--- src/hw/rtl/pwlm_pkg.sv ---
// Package for the word lookup mixer: item types, moduli table, sizes.
// Used by every file under hw/rtl except pwlm_ram.
package pwlm_pkg;
	localparam int WordCount = 65536;
	localparam int IdxW = $clog2(WordCount);
	localparam int WordW = 256;
	localparam logic [16:0] HornMod = 17'(WordCount - 1);

	typedef struct packed {
		logic [63:0] nonce_part3;
		logic [63:0] nonce_part2;
		logic [63:0] nonce_part1;
		logic [63:0] nonce_part0;
		logic [63:0] store_data3;
		logic [63:0] store_data2;
		logic [63:0] store_data1;
		logic [63:0] store_data0;
		logic [15:0] word_index;
		logic        kind;
	} in_item_t;

	typedef struct packed {
		logic        words_distinct;
		logic        meets_target;
		logic [63:0] mix_part3;
		logic [63:0] mix_part2;
		logic [63:0] mix_part1;
		logic [63:0] mix_part0;
	} out_item_t;

	localparam logic KindLoad = 1'b0;
	localparam logic KindEval = 1'b1;

	localparam logic [2:0] CfgHash0 = 3'd0;
	localparam logic [2:0] CfgTarget0 = 3'd4;

	function automatic logic [15:0] modulus(input logic [3:0] i);
		logic [15:0] m;
		case (i)
			4'd0: m = 16'hfffd;
			4'd1: m = 16'hfffb;
			4'd2: m = 16'hfff7;
			4'd3: m = 16'hfff1;
			4'd4: m = 16'hffef;
			4'd5: m = 16'hffe5;
			4'd6: m = 16'hffdf;
			4'd7: m = 16'hffd9;
			4'd8: m = 16'hffd3;
			4'd9: m = 16'hffd1;
			default: m = 16'hfffd;
		endcase
		return m;
	endfunction
endpackage

--- src/hw/rtl/pwlm_modred.sv ---
// Shared residue unit: reduces a 32-bit value modulo an m just below 2^16 by
// folding the upper half with 2^16 mod m twice, then one compare and subtract.
// Depends on pwlm_pkg. res is valid while done is high; go is staged via run_s1, run_s2.
module pwlm_modred import pwlm_pkg::*; (
	input  logic        clk,
	input  logic        arst_n,
	input  logic        go,
	input  logic [31:0] val,
	input  logic [16:0] m,
	output logic        done,
	output logic [16:0] res
);
	logic [31:0] v_s1;
	logic [16:0] m_s1;
	logic [21:0] t_s2;
	logic [16:0] m_s2;
	logic        run_s1;
	logic        run_s2;
	logic [16:0] cdiff1;
	logic [16:0] cdiff2;
	logic [21:0] fold1;
	logic [16:0] fold2;
	logic [17:0] df;

	always_comb begin
		cdiff1 = 17'h1_0000 - m_s1;
		fold1 = 22'(v_s1[31:16]) * 22'(cdiff1[5:0]) + 22'(v_s1[15:0]);
		cdiff2 = 17'h1_0000 - m_s2;
		fold2 = 17'(t_s2[21:16]) * 17'(cdiff2[5:0]) + 17'(t_s2[15:0]);
		df = {1'b0, fold2} - {1'b0, m_s2};
	end

	always_ff @(posedge clk or negedge arst_n) begin
		if (!arst_n) begin
			run_s1 <= 1'b0;
			run_s2 <= 1'b0;
		end else begin
			run_s1 <= go;
			run_s2 <= run_s1;
		end
	end

	always_ff @(posedge clk) begin
		if (go) begin
			v_s1 <= val;
			m_s1 <= m;
		end
		if (run_s1) begin
			t_s2 <= fold1;
			m_s2 <= m_s1;
		end
	end

	assign done = run_s2;
	assign res = df[17] ? fold2 : df[16:0];
endmodule

--- config.mk ---
export PLATFORM = sky130hd
export DESIGN_NAME = pwlm_modred
export DESIGN_NICKNAME = d
export VERILOG_FILES = /design/src/hw/rtl/pwlm_pkg.sv /design/src/hw/rtl/pwlm_modred.sv
export SDC_FILE = /design/constraint.sdc
export NUM_CORES = 1
export LEC_CHECK = 0
export ABC_AREA = 0
export BUFFER_PORTS_ARGS = -buffer_cell sky130_fd_sc_hd__buf_4
export CAP_MARGIN = 10
export CORE_AREA = 5 5 130 132
export CTS_BUF_LIST = sky130_fd_sc_hd__clkbuf_4 sky130_fd_sc_hd__clkbuf_8
export DETAILED_ROUTE_END_ITERATION = 10
export DIE_AREA = 0 0 135 137
export GPL_TIMING_DRIVEN = 0
export PLACE_DENSITY = 0.77
export SYNTH_ARGS = -nofsm -noshare
export SYNTH_HDL_FRONTEND = slang
export SYNTH_SLANG_ARGS = --single-unit
--- constraint.sdc ---
create_clock -name clk -period 20.3 [get_ports clk]
set_input_delay 3.045 -clock clk [delete_from_list [all_inputs] [get_ports clk]]
set_output_delay 3.045 -clock clk [all_outputs]
set_load 0.05 [all_outputs]
==> impl_metrics.json <==
{
  "grt_pass1_vias": 6148,
  "ys_types": 57,
  "synth_most_common_cell": "inv_1",
  "finalSetupViolations": 0,
  "timing.fmax_mhz": 92.3,
  "drt_iter0_markers": 215,
  "via_count": 6093,
  "io-pin-count": 70,
  "worstPathRequired_ps": 17260,
  "worst_pin_slew_ps": 847,
  "ys_seq_elements": 90,
  "critical_path_arrival_ps": 7790,
  "worst_slack_ps": 9460,
  "n_antenna_cell": 0,
  "holdCritPathClass": "flop to flop",
  "dpl.cell_count": 1148,
  "syn_area_per_cell_um2": 10.4,
  "synth_cells": 863,
  "synth.top_cells.by_count": "161 x inv_1, 116 x nand2_1, 97 x fa_1",
  "yosysWarnings": 0,
  "dieArea_um2": 18500,
  "finalCriticalPeriod_ps": 10840,
  "drc": 0,
  "final_hold_viol_count": 0,
  "drive_above_1_share_pct": 12.6,
  "start_util_pct": 57.6,
  "cts_sinks": 90,
  "layoutNonFillerInstCount": 1164,
  "wl_um": 16500,
  "rsz0062_at_grt": "no",
  "ff2ff_setup_slack_ps": 13560,
  "grt_usage_pct": 19.2,
  "synth_area_um2": 8990,
  "cp-start-kind": "flop",
  "die_x_um": 135,
  "h-tree-depth": 3,
  "period_share_pct": 53.4,
  "cts_buffers": 9,
  "place.gp.congestion": 0.896,
  "synth_nets": 1100,
  "antenna_left": 0,
  "root_buffer": "clkbuf_8",
  "netlist.area_leader.share_pct": 29.4,
  "cp-end-kind": "output pin",
  "tns_ps": 0,
  "core-area_um2": 15600,
  "slew_viol_final": 0,
  "vias_per_cell": 5.23,
  "overflow": 0,
  "ys_async_sr_fraction_pct": 2.22,
  "die_h_um": 137,
  "pre_cts_slack_ps": 9870,
  "skew_ps": 10.6,
  "dpl.hpwl_um": 13700,
  "routedWlPerCell_um": 14.2,
  "grt_max_degree": 51,
  "crit_fanout": 10,
  "post_cts_buffers": 0,
  "antenna_found_initial": 0,
  "yosysSeqAreaShare_pct": 29.9,
  "synth_area_leaders": "edfxtp_1 29%, fa_1 22%, ha_1 12%",
  "cts_resized": 0,
  "outcome": "complete, no violations",
  "hold_buffers": 0,
  "insertion_delay_ps": 370,
  "synth-edff-count": 88,
  "cts_buffer_depth": 2,
  "synth_ff_type": "edfxtp_1",
  "grt_pass1_wl_um": 28400,
  "post-synth-top-area-cell": "edfxtp_1",
  "slew_headroom_pct": 43.5,
  "clkTransAtPathRegs_ps": 90,
  "placed_cell_area_um2": 9780,
  "maxCapViolations": 0,
  "nNetsFinal": 1180,
  "critPathKind": "flop to output pin",
  "num_rows": 46,
  "area_growth_pct": 11.3,
  "cts_tree": "done",
  "fin_area_um2": 10000,
  "first_pass_iters": 4,
  "port_buffers": 69
}
[layer usage]
layer / wire length, µm / track usage, %
met1: 7130 / 24.3
met5: 0 / 0
met2: 8360 / 34.0
met4: 383 / 6.83
met3: 670 / 2.68
[area by class of cell]
cell class,instances,area (µm²)
Inverter,161,604
Timing Repair Buffer,69,518
Fill cell,1292,5590
Multi-Input combinational cell,601,5620
Clock buffer,12,146
Sequential cell,90,2690
Buffer,11,72.6
Tap cell,216,270
Clock inverter,4,77.6
[final timing paths]
path	startpoint	end	depth (start not counted)
max in group asynchronous	arst_n	run_s1	1
hold reg to reg	m_s1[13]	m_s2[13]	0
setup / recovery	m_s2[0]	res[11]	27
min in group asynchronous	arst_n	run_s1	1
hold / removal	m_s1[13]	m_s2[13]	0
setup reg to reg	m_s1[0]	t_s2[21]	20
[cell families after synthesis]
group	Yosys count	share of synthesized area [%]
simple gates	232	12.1
xor+xnor	50	4.87
flops	90	29.9
compound gates	117	9.28
buf+inv	172	7.53
mux	17	2.38
fa+ha+maj	185	33.8
[stage by stage]
stage          util, %  hold WS, ps
4_1_cts           64.1          429
2_1_floorplan        -          400
3_5_place_dp      62.7          408
3_3_place_gp      62.7          402
5_1_grt           64.1          440
6_report          64.1          427
[critical path, stage by stage, from the launching register on]
cell      delay (ps)
edfxtp_1         520
inv_1            120
ha_1             180
nand3_1          100
xnor2_1          420
nand2_1          140
fa_1             500
fa_1             550
inv_1             50
fa_1             520
inv_1             50
fa_1             490
inv_1             40
ha_1             340
nor2b_1          160
a311oi_2         340
a21oi_2          180
a21o_1           190
a211oi_1         420
inv_1             90
ha_1             380
a21o_1           210
a211o_1          280
a21oi_1          270
o21ai_4          180
buf_12           190
mux2_4           300
buf_4            190
[registers in the layout, indices dropped and copies added (netlist names)]
name / flops
done: 1
m_s1: 17
m_s2: 17
run_s1: 1
t_s2: 22
v_s1: 32
[layout by cell type (no fill, tap or decap), types with 2 or more instances in the layout]
master and count:
nand3b_1 2, xor2_1 15, o21bai_1 3, buf_6 2, nand2b_1 5, a41oi_1 2
and2_1 43, nor4_1 3, clkbuf_4 3, a21oi_2 7, and3_1 6, o211ai_1 3
a21o_1 20, edfxtp_1 88, clkbuf_8 9, mux2i_1 3, nor2b_1 7, nand3_1 9
o21ai_0 14, a31oi_1 3, mux2_4 7, or3_1 4, fa_1 97, ha_1 88
o21a_1 7, nand4_1 4, buf_4 69, nor2_1 22, a211oi_1 6, mux2_2 7
bufinv_16 2, clkbuf_1 8, clkinv_4 2, xnor2_1 35, nand2_1 116, nor3_1 8
a211o_1 2, a21oi_1 32, inv_1 161
Power is not shown: default switching activity piles up to over one toggle a cycle in this logic, so the estimate is an artifact.
