File: config.mk
export PLATFORM = sky130hd
export DESIGN_NAME = pwlm_ram
export DESIGN_NICKNAME = d
export VERILOG_FILES = /design/src/hw/rtl/pwlm_ram.sv
export SDC_FILE = /design/constraint.sdc
export NUM_CORES = 1
export LEC_CHECK = 0
export ABC_AREA = 1
export BUFFER_PORTS_ARGS = -buffer_cell sky130_fd_sc_hd__buf_4
export CAP_MARGIN = 20
export CORE_MARGIN = 3
export CORE_UTILIZATION = 30
export CTS_CLUSTER_SIZE = 16
export DETAILED_ROUTE_END_ITERATION = 10
export SLEW_MARGIN = 15
export SYNTH_ARGS = -nofsm -noshare
export SYNTH_HDL_FRONTEND = slang
export SYNTH_SLANG_ARGS = --single-unit
export TNS_END_PERCENT = 100
File: constraint.sdc
create_clock -name clk -period 2.1 [get_ports clk]
set_input_delay 0.315 -clock clk [delete_from_list [all_inputs] [get_ports clk]]
set_output_delay 0.315 -clock clk [all_outputs]
set_load 0.03 [all_outputs]
File: src/hw/rtl/pwlm_ram.sv
// Generic single-port RAM with registered read.
// No dependencies.
module pwlm_ram #(
	parameter int Width = 8,
	parameter int Depth = 16
) (
	input  logic                     clk,
	input  logic                     we,
	input  logic [$clog2(Depth)-1:0] addr,
	input  logic [Width-1:0]         wdata,
	output logic [Width-1:0]         rdata
);
	logic [Width-1:0] mem_q [Depth];

	always_ff @(posedge clk) begin
		if (we) mem_q[addr] <= wdata;
		rdata <= mem_q[addr];
	end
endmodule

==> implementation parameters, run 1 <==
Parameter                              Value

Placement
  Final HPWL DP    8340 um
  IO buf count    21
  Final weighted congestion of routability-driven global placement    0.849
  Placed insts    approximately 800
  Placed cell areas    roughly 6100 sq um

Yosys
  Yosys top cell area share    0.687
  Average cell area after synthesis    about 10 sq um
  Combined area of all synthesized cells    roughly 5600 sq um
  Largest area contributor in the netlist    edfxtp_1
  Leading post-synthesis cells by cell area    edfxtp_1 69%, nand2_1 23%, dfxtp_1 2.9%
  FF+latch count, synth    between 100 and 150
  Share of the yosys chip area belonging to registers    0.716
  Count of synthesis-stage warnings from yosys    0
  Post-synthesis net count    562
  Number of library cell types mapped by synthesis    11
  Gate Count Post-Synth    between 500 and 600

Clock tree
  Clock slew at reported path FFs    approximately 0.060 ns
  Clock tree from TritonCTS    yes
  Post-CTS Resized    0
  Clock buffer depth    2
  Worst-Skew Late Latency    between 0.4 and 0.5 ns
  Post-cts hold buffer count    0
  Cell at the root of the clock tree    clkbuf_16
  Level count of the clock H-tree    4
  Number of clock sinks seen by CTS    around 140
  CTS buffer count    17
  Post CTS Setup Buffer Count    0

Status
  Status    finished, final reports clean

Power and ir drop
  VDD IR max    around 0.56 mV
  Ratio of total power to cell area    ~970 nW/um^2
  Leakage power    2.88 nW

GRT
  First-pass GRT wire length    just over 20000 um
  All-Layer GR Usage    0.133
  Overflow left after global routing    0
  Maximum number of pins on one net before global-route repair    35
  Vias in the first global route    about 3800
  Antenna violations before repair    0

Floorplanning
  Horiz. Die Dim    between 100 and 150 um
  Die height    between 100 and 150 um
  Number of I/O pins    22
  Area enclosed by the die boundary    around 20000 sq um
  Floorplan row count    a little under 50
  Starting density of the core    0.308
  Core region area    ~18000 sq um

Route
  Total Wirelength    ~13000 um
  Residual DRC count    0
  Number of optimization iterations in the first detailed-route pass    5
  Antenna violation net count after detailed routing    0
  Drt initial violations    roughly 300
  Routed vias    about 3700
  Vias per Instance    about 4.5
  Routed length per placed instance    15.1 um

Setup path
  Required time worst endpoint    between 2 and 2.5 ns
  Worst EP arrival    1.34 ns
  Element type at the critical path start    input port
  Critical Path Sink Type    flip-flop
  WS Path Type    input port to flip-flop
  Largest fanout on the critical path    34

Timing
  Setup Total Neg Slack    0 ns
  Number of max-slew violations in the final report    0
  Relative slew margins    0.575
  Unrepaired setup endpoints after global routing    no
  Maximum frequency from static timing analysis    about 830 MHz
  Minimum period implied by the final worst setup slack    between 1 and 1.5 ns
  Worst Tran Pin Value    0.635 ns
  Ratio of final minimum period to clock period    0.576
  Final Skew    ~0.0075 ns
  Count of final hold-check violations    0
  Final number of setup-violating endpoints    0

Cells and area
  Layout cells sized above 1    0.129
  Count of non-filler cells in the finished layout    between 800 and 900
  NumNets Final    a little over 600
  Area added between synthesis and finish    20.5%
  Design area    6740 sq um
  Total inserted antenna cells    0

Job
  Max-cap violations    0

Worst hold path
  Worst min-delay path class    input port to flip-flop
-- metal layers --
layer	routed length [um]	global-route usage	up-vias
met5	0	0	-
met1	5870	0.175	1767
li1	-	-	1847
met4	270	0.0565	0
met3	451	0.0302	23
met2	6030	0.213	92
-- cell type report --
type / count / area (sq um)
Clock inverter: 14 / 188
Inverter: 23 / 86.3
Timing Repair Buffer: 46 / 358
Tap cell: 229 / 287
Multi-Input combinational cell: 368 / 1390
Clock buffer: 18 / 429
Sequential cell: 136 / 4000
Fill cell: 1818 / 11400
-- flip-flops by register name, summed over array words and instances (netlist names) --
| name | count |
|---|---|
| mem_q | 128 |
| rdata | 8 |
-- critical path, cell delays in order --
cell and delay (ns):
buf_4 0.09, buf_4 0.31, nand3_1 0.25, nor2_1 0.18, buf_4 0.19
-- layout by cell type, fill, tap and decap left out --
| cell | n |
|---|---|
| inv_1 | 21 |
| clkinv_1 | 1 |
| dfxtp_1 | 8 |
| nand2_1 | 346 |
| nor2_1 | 18 |
| inv_8 | 1 |
| nand3_1 | 4 |
| clkbuf_16 | 17 |
| clkinvlp_4 | 1 |
| inv_2 | 1 |
| edfxtp_1 | 128 |
| clkinv_4 | 5 |
| buf_4 | 45 |
| inv_6 | 4 |
| clkbuf_1 | 1 |
| bufinv_16 | 3 |
| buf_12 | 1 |
-- logic make-up (layout without fill, tap and decap cells) --
family,after synthesis,count (layout),share of synthesized area
and+or+nand+nor,368,368,0.248
buffers and inverters,44,101,0.0362
DFF,136,136,0.716
-- power breakdown --
group	total [mW]	internal, mW	switching, mW
clock	3.07	1.90	1.18
combinational	0.428	0.126	0.301
sequential	3.05	3.03	0.0169
total	6.55	5.06	1.50
-- synthesized netlist by cell type (all sizes together) --
| library cell | instances |
|---|---|
| dfxtp | 8 |
| nor2 | 18 |
| clkinv | 1 |
| nand3 | 4 |
| inv | 22 |
| nand2 | 346 |
| buf | 18 |
| clkbuf | 3 |
| edfxtp | 128 |
-- metrics by stage --
stage | hold WS, ns | worst slack, ns | util | power [mW]
floorplan | 0.414 | 0.408 | - | 3.35
global placement | 0.695 | 0.490 | 0.337 | 3.54
detailed placement | 0.692 | 0.465 | 0.337 | 3.54
CTS | 0.248 | 0.880 | 0.371 | 6.60
global route | 0.252 | 0.786 | 0.371 | 6.77
finish | 0.263 | 0.889 | 0.371 | 6.55
-- worst paths after layout --
path	startpoint	endpoint	slack, ns	cells after the start
worst min-delay path	wdata[2]	mem_q[5][2]	0.26	1
worst min register to register	mem_q[9][4]	rdata[4]	0.75	8
worst max-delay path	addr[1]	mem_q[11][7]	0.89	5
worst max register to register	mem_q[6][1]	rdata[1]	1.05	8
(Power assumes the default switching activity.)
==> run 2: changes to the inputs <==
Clock period 2.1 ns to 1 ns, I/O delays scaled along.
==> run 2 against run 1 <==
Net effect:
- sequential share of layout area shrank 2.0 points
- global-route usage grew 1.0 points
- critical endpoint is now rdata[7]
- the flow now finishes with violations (negative setup slack)
- cell count shrank 0.96%
- non-clock buffer count shrank 8
- combinational power grew 150%
- die area is the same
- wire length grew 7.2%
- sequential power grew 110%
- register-to-register slack lost 1.1 ns
- utilization grew 1.4 points
==> implementation parameters, run 2 (synthesis results as in run 1) <==
Parameter                              Value

Status
  Status    finished with violations
  Violations in the final reports    negative setup slack

Setup path
  Crit-path max cell delay    roughly 0.35 ns
  R2r worst-path depth    8
  WS Path Type    flip-flop to primary output
  Worst EP arrival    around 0.9 ns
  Critical Path Sink    rdata[7]
  Series of cell instances along the critical path    buf_6
  Required time worst endpoint    0.85 ns
  FF-to-FF setup slack    -0.01 ns
  Reg-to-reg critical path startpoint    mem_q[14][5]
  Critical path startpoint    rdata[7]
  Element type at the critical path start    flip-flop
  Worst path top cell family by delay    flip-flops
  Slowest cell on crit path    dfxtp_2
  Number of buffers and inverters on the critical path    1
  Critical R2R Capture    rdata[5]
  Crit path depth    1
  Largest fanout on the critical path    1
  Critical Path Sink Type    primary output

Clock tree
  Post-cts hold buffer count    0
  Clock buffer depth    2
  Cell at the root of the clock tree    clkbuf_16
  Clock tree from TritonCTS    yes
  Clock slew at reported path FFs    0.06 ns
  Number of clock sinks seen by CTS    136
  CTS buffer count    17
  Level count of the clock H-tree    4
  Worst-Skew Late Latency    between 0.4 and 0.5 ns
  Post CTS Setup Buffer Count    0

Power and ir drop
  Leakage power    2.87 nW
  Design Power    13.8 mW
  Ratio of total power to cell area    a little under 2000 nW/um^2
  VDD IR max    about 1.2 mV

Timing
  Worst Tran Pin Value    approximately 0.29 ns
  Final number of setup-violating endpoints    10
  Relative slew margins    0.809
  Ratio of final minimum period to clock period    1.06
  Maximum frequency from static timing analysis    approximately 950 MHz
  Min setup slack post-route    -0.0575 ns
  Number of max-slew violations in the final report    0
  Count of final hold-check violations    0
  Minimum period implied by the final worst setup slack    approximately 1.1 ns
  Unrepaired setup endpoints after global routing    yes
  Final Skew    slightly above 0.005 ns

GRT
  Maximum number of pins on one net before global-route repair    40
  Overflow left after global routing    0
  Antenna violations before repair    0
  First-pass GRT wire length    between 20000 and 25000 um
  Vias in the first global route    between 3000 and 4000
  All-Layer GR Usage    0.144

Job
  Max-cap violations    0

Cells and area
  Area added between synthesis and finish    25.0%
  Most frequent cells in the layout    338 x nand2_1, 128 x edfxtp_1, 24 x buf_4, 18 x nor2_4, 18 x inv_1
  Number of fill cells    between 1500 and 2000
  Storage element area    4010 sq um
  Layout cells sized above 1    0.188
  Max FFs per register    between 100 and 150
  Leading registers by flop count    mem_q (128), rdata (8)
  Largest register by flop count    mem_q
  Multi-input logic area    around 1600 sq um
  Most common cell after layout, fill and taps aside    nand2_1
  NumNets Final    approximately 600
  Design area    around 7000 sq um
  Total inserted antenna cells    0

Floorplanning
  Core region area    around 18000 sq um
  Die height    between 100 and 150 um
  Horiz. Die Dim    around 140 um
  Area enclosed by the die boundary    20300 sq um
  Floorplan row count    roughly 50
  Number of I/O pins    22
  Starting density of the core    0.308

Route
  Residual DRC count    0
  Total Wirelength    between 10000 and 15000 um
  Routed length per placed instance    about 16 um
  Routed vias    between 3000 and 4000
  Drt initial violations    398
  Number of optimization iterations in the first detailed-route pass    5
  Antenna violation net count after detailed routing    0
  Vias per Instance    4.57

Placement
  Final HPWL DP    8910 um
  Final weighted congestion of routability-driven global placement    ~0.86
  IO buf count    21
  Placed cell areas    about 6300 sq um

Worst hold path
  Worst min-delay path class    input port to flip-flop
  Hold depth    1
  Min-Delay Startpoint    wdata[0]
-- run 2: changes by cell type in the layout (fill, tap and decap cells not counted), sizes merged --
cell	delta
buf	-8
inv	-5
clkbuf	+1
clkinvlp	+2
clkinv	+2
-- run 2: cell type report --
type | instances | area share
inverters | 23 | 0.0159
clock inverters | 13 | 0.0222
repair buffers | 38 | 0.0558
flip-flops and latches | 136 | 0.574
multi-input cells | 368 | 0.228
well taps | 229 | 0.0410
clock buffers | 19 | 0.0634
-- run 2: worst min-delay path by stage --
stage | end | slack (ns)
detailed placement | mem_q[3][5] | 0.55
finish | mem_q[2][0] | 0.11
global placement | mem_q[6][7] | 0.54
CTS | mem_q[3][5] | 0.1
floorplan | mem_q[0][0] | 0.25
global route | mem_q[3][5] | 0.10
-- run 2: metrics by stage --
step / cells / hold WS [ns] / setup WS (ns) / setup TNS (ns) / util
CTS: 826 / 0.0998 / -0.0729 / -0.381 / 0.384
floorplan: 548 / 0.249 / -0.101 / -9.28 / -
global placement: 794 / 0.541 / -0.242 / -27.03 / 0.349
detailed placement: 794 / 0.554 / -0.258 / -29.20 / 0.349
finish: 826 / 0.111 / -0.0575 / -0.243 / 0.385
global route: 826 / 0.102 / -0.104 / -0.996 / 0.385
-- run 2: routing by layer --
layer / wire [um] / vias up / GRT usage
met1: 6250 / 1816 / 0.198
met3: 817 / 17 / 0.0427
met5: 0 / - / 0
li1: - / 1828 / -
met4: 234 / 0 / 0.0510
met2: 6230 / 117 / 0.216
-- run 2: timing repair --
action	in CTS	in global routing
setup endpoints to repair	10	16
pin swaps	2	23
gates resized for setup	17	8
-- run 2: power breakdown --
part	leakage (nW)	internal, mW	switching, mW
combinational	1.35	0.345	0.710
sequential	1.22	6.38	0.0503
clock	0.288	3.96	2.33
==> run 3: changes to the inputs <==
Settings changed: CORE_UTILIZATION 30 to 45.
==> run 3 against run 2 <==
Net effect:
- critical path type unchanged
- largest power group unchanged
- the flow still finishes with violations (negative setup slack)
- critical endpoint is now rdata[0]
- first-iteration DRC count is 55% lower
- cell area down 1.4%
- clock skew increased by 0.0046 ns
==> implementation parameters, run 3 (synthesis results as in run 1) <==
Parameter                              Value

Setup path
  Critical Path Sink Type    primary output
  Crit-path max cell delay    around 0.36 ns
  Worst EP arrival    ~0.9 ns
  Worst path top cell family by delay    flip-flops
  Largest fanout on the critical path    1
  Element type at the critical path start    flip-flop
  Series of cell instances along the critical path    buf_6
  WS Path Type    flip-flop to primary output
  Required time worst endpoint    0.85 ns
  Number of buffers and inverters on the critical path    1
  Slowest cell on crit path    dfxtp_4

Cells and area
  Design area    a little under 7000 sq um
  NumNets Final    between 500 and 600
  Number of fill cells    between 1000 and 1500
  Largest register by flop count    mem_q
  Layout cells sized above 1    0.183
  Most frequent cells in the layout    339 x nand2_1, 128 x edfxtp_1, 24 x buf_4, 18 x nor2_4, 17 x clkbuf_16
  Max FFs per register    roughly 130
  Total inserted antenna cells    0
  Most common cell after layout, fill and taps aside    nand2_1
  Leading registers by flop count    mem_q (128), rdata (8)
  Area added between synthesis and finish    23.2%

Route
  Total Wirelength    12300 um
  Detail Route met2 WL    between 6000 and 7000 um
  Length of routed wiring on met1    between 5000 and 6000 um
  Met3 WL post-DR    between 500 and 600 um
  Antenna violation net count after detailed routing    0
  Number of optimization iterations in the first detailed-route pass    5
  Routed vias    between 3000 and 4000
  Drt initial violations    about 180
  Vias per Instance    ~4.7
  Top routing layer used    met4
  Routed length per placed instance    approximately 16 um
  Residual DRC count    0

GRT
  Overflow left after global routing    0
  Antenna violations before repair    0
  First-pass GRT wire length    19900 um
  Maximum number of pins on one net before global-route repair    35
  All-Layer GR Usage    0.191
  Vias in the first global route    between 3000 and 4000

Timing
  Final number of setup-violating endpoints    4
  Final Skew    0.00963 ns
  Setup Total Neg Slack    -0.0627 ns
  Count of final hold-check violations    0
  Worst Tran Pin Value    0.316 ns
  Maximum frequency from static timing analysis    approximately 960 MHz
  Unrepaired setup endpoints after global routing    yes
  Min setup slack post-route    -0.0462 ns
  Minimum hold slack    0.0886 ns
  Ratio of final minimum period to clock period    1.05
  Relative slew margins    0.789
  Minimum period implied by the final worst setup slack    between 1 and 1.5 ns
  Number of max-slew violations in the final report    0

Clock tree
  Number of clock sinks seen by CTS    ~140
  Worst-Skew Late Latency    approximately 0.41 ns
  Clock buffer depth    2
  Level count of the clock H-tree    4
  Post CTS Setup Buffer Count    0
  CTS buffer count    17
  Clock tree from TritonCTS    yes
  Cell at the root of the clock tree    clkbuf_16
  Post-cts hold buffer count    0
  Clock slew at reported path FFs    about 0.060 ns

Worst hold path
  Worst min-delay path class    input port to flip-flop

Placement
  Placement Setup Slack    -0.241 ns
  IO buf count    21
  Final weighted congestion of routability-driven global placement    0.808
  Placed cell areas    6260 sq um
  Final HPWL DP    ~8000 um

Power and ir drop
  Design Power    about 14 mW
  Ratio of total power to cell area    slightly below 2000 nW/um^2
  VDD IR max    2.00 mV
  Leakage power    roughly 2.9 nW

Floorplanning
  Number of I/O pins    22
  Area enclosed by the die boundary    approximately 14000 sq um
  Horiz. Die Dim    ~120 um
  Floorplan row count    40
  Die height    around 120 um
  Core region area    roughly 12000 sq um
  Starting density of the core    0.464

Status
  Status    finished with violations
  Violations in the final reports    negative setup slack

Job
  Max-cap violations    0
run 3: final cells by class:
cell class / instances / area [sq um] / share of cell area
Multi-Input combinational cell: 368 / 1590 / 0.231
Inverter: 23 / 111 / 0.0162
Sequential cell: 136 / 4020 / 0.583
Tap cell: 168 / 210 / 0.0305
Timing Repair Buffer: 38 / 390 / 0.0567
Clock inverter: 9 / 125 / 0.0182
Clock buffer: 23 / 448 / 0.0650
run 3: per-stage QoR:
step,instances,util
3_3_place_gp,733,0.519
4_1_cts,765,0.570
3_5_place_dp,733,0.519
2_1_floorplan,548,-
5_1_grt,765,0.571
6_report,765,0.571
run 3: repair_timing:
item                                    4_1_cts  5_1_grt
endpoints found under the hold margin         0        0
gates cloned                                  0        0
pin swaps                                     0       21
resized for setup                            18       11
endpoints found under the setup margin        9       16
run 3: worst paths after layout:
kind                       to  slack (ns)  cells past startpoint         start
setup reg to reg     rdata[5]        0.04                      8   mem_q[5][5]
setup / recovery     rdata[0]       -0.05                      1      rdata[0]
hold reg to reg      rdata[2]        0.71                      8  mem_q[14][2]
hold / removal    mem_q[0][3]        0.09                      1      wdata[3]
run 3: routing by layer:
layer,vias to the layer above,GRT usage
li1,1825,-
met1,1711,0.244
met2,78,0.327
met3,2,0.0457
met4,0,0.0586
met5,-,0
run 3: report_power, final:
group / leakage (nW) / total [mW] / switching (mW) / internal, mW
logic: 1.35 / 1.03 / 0.680 / 0.345
registers: 1.23 / 6.43 / 0.0468 / 6.38
clock network: 0.277 / 6.12 / 2.22 / 3.90
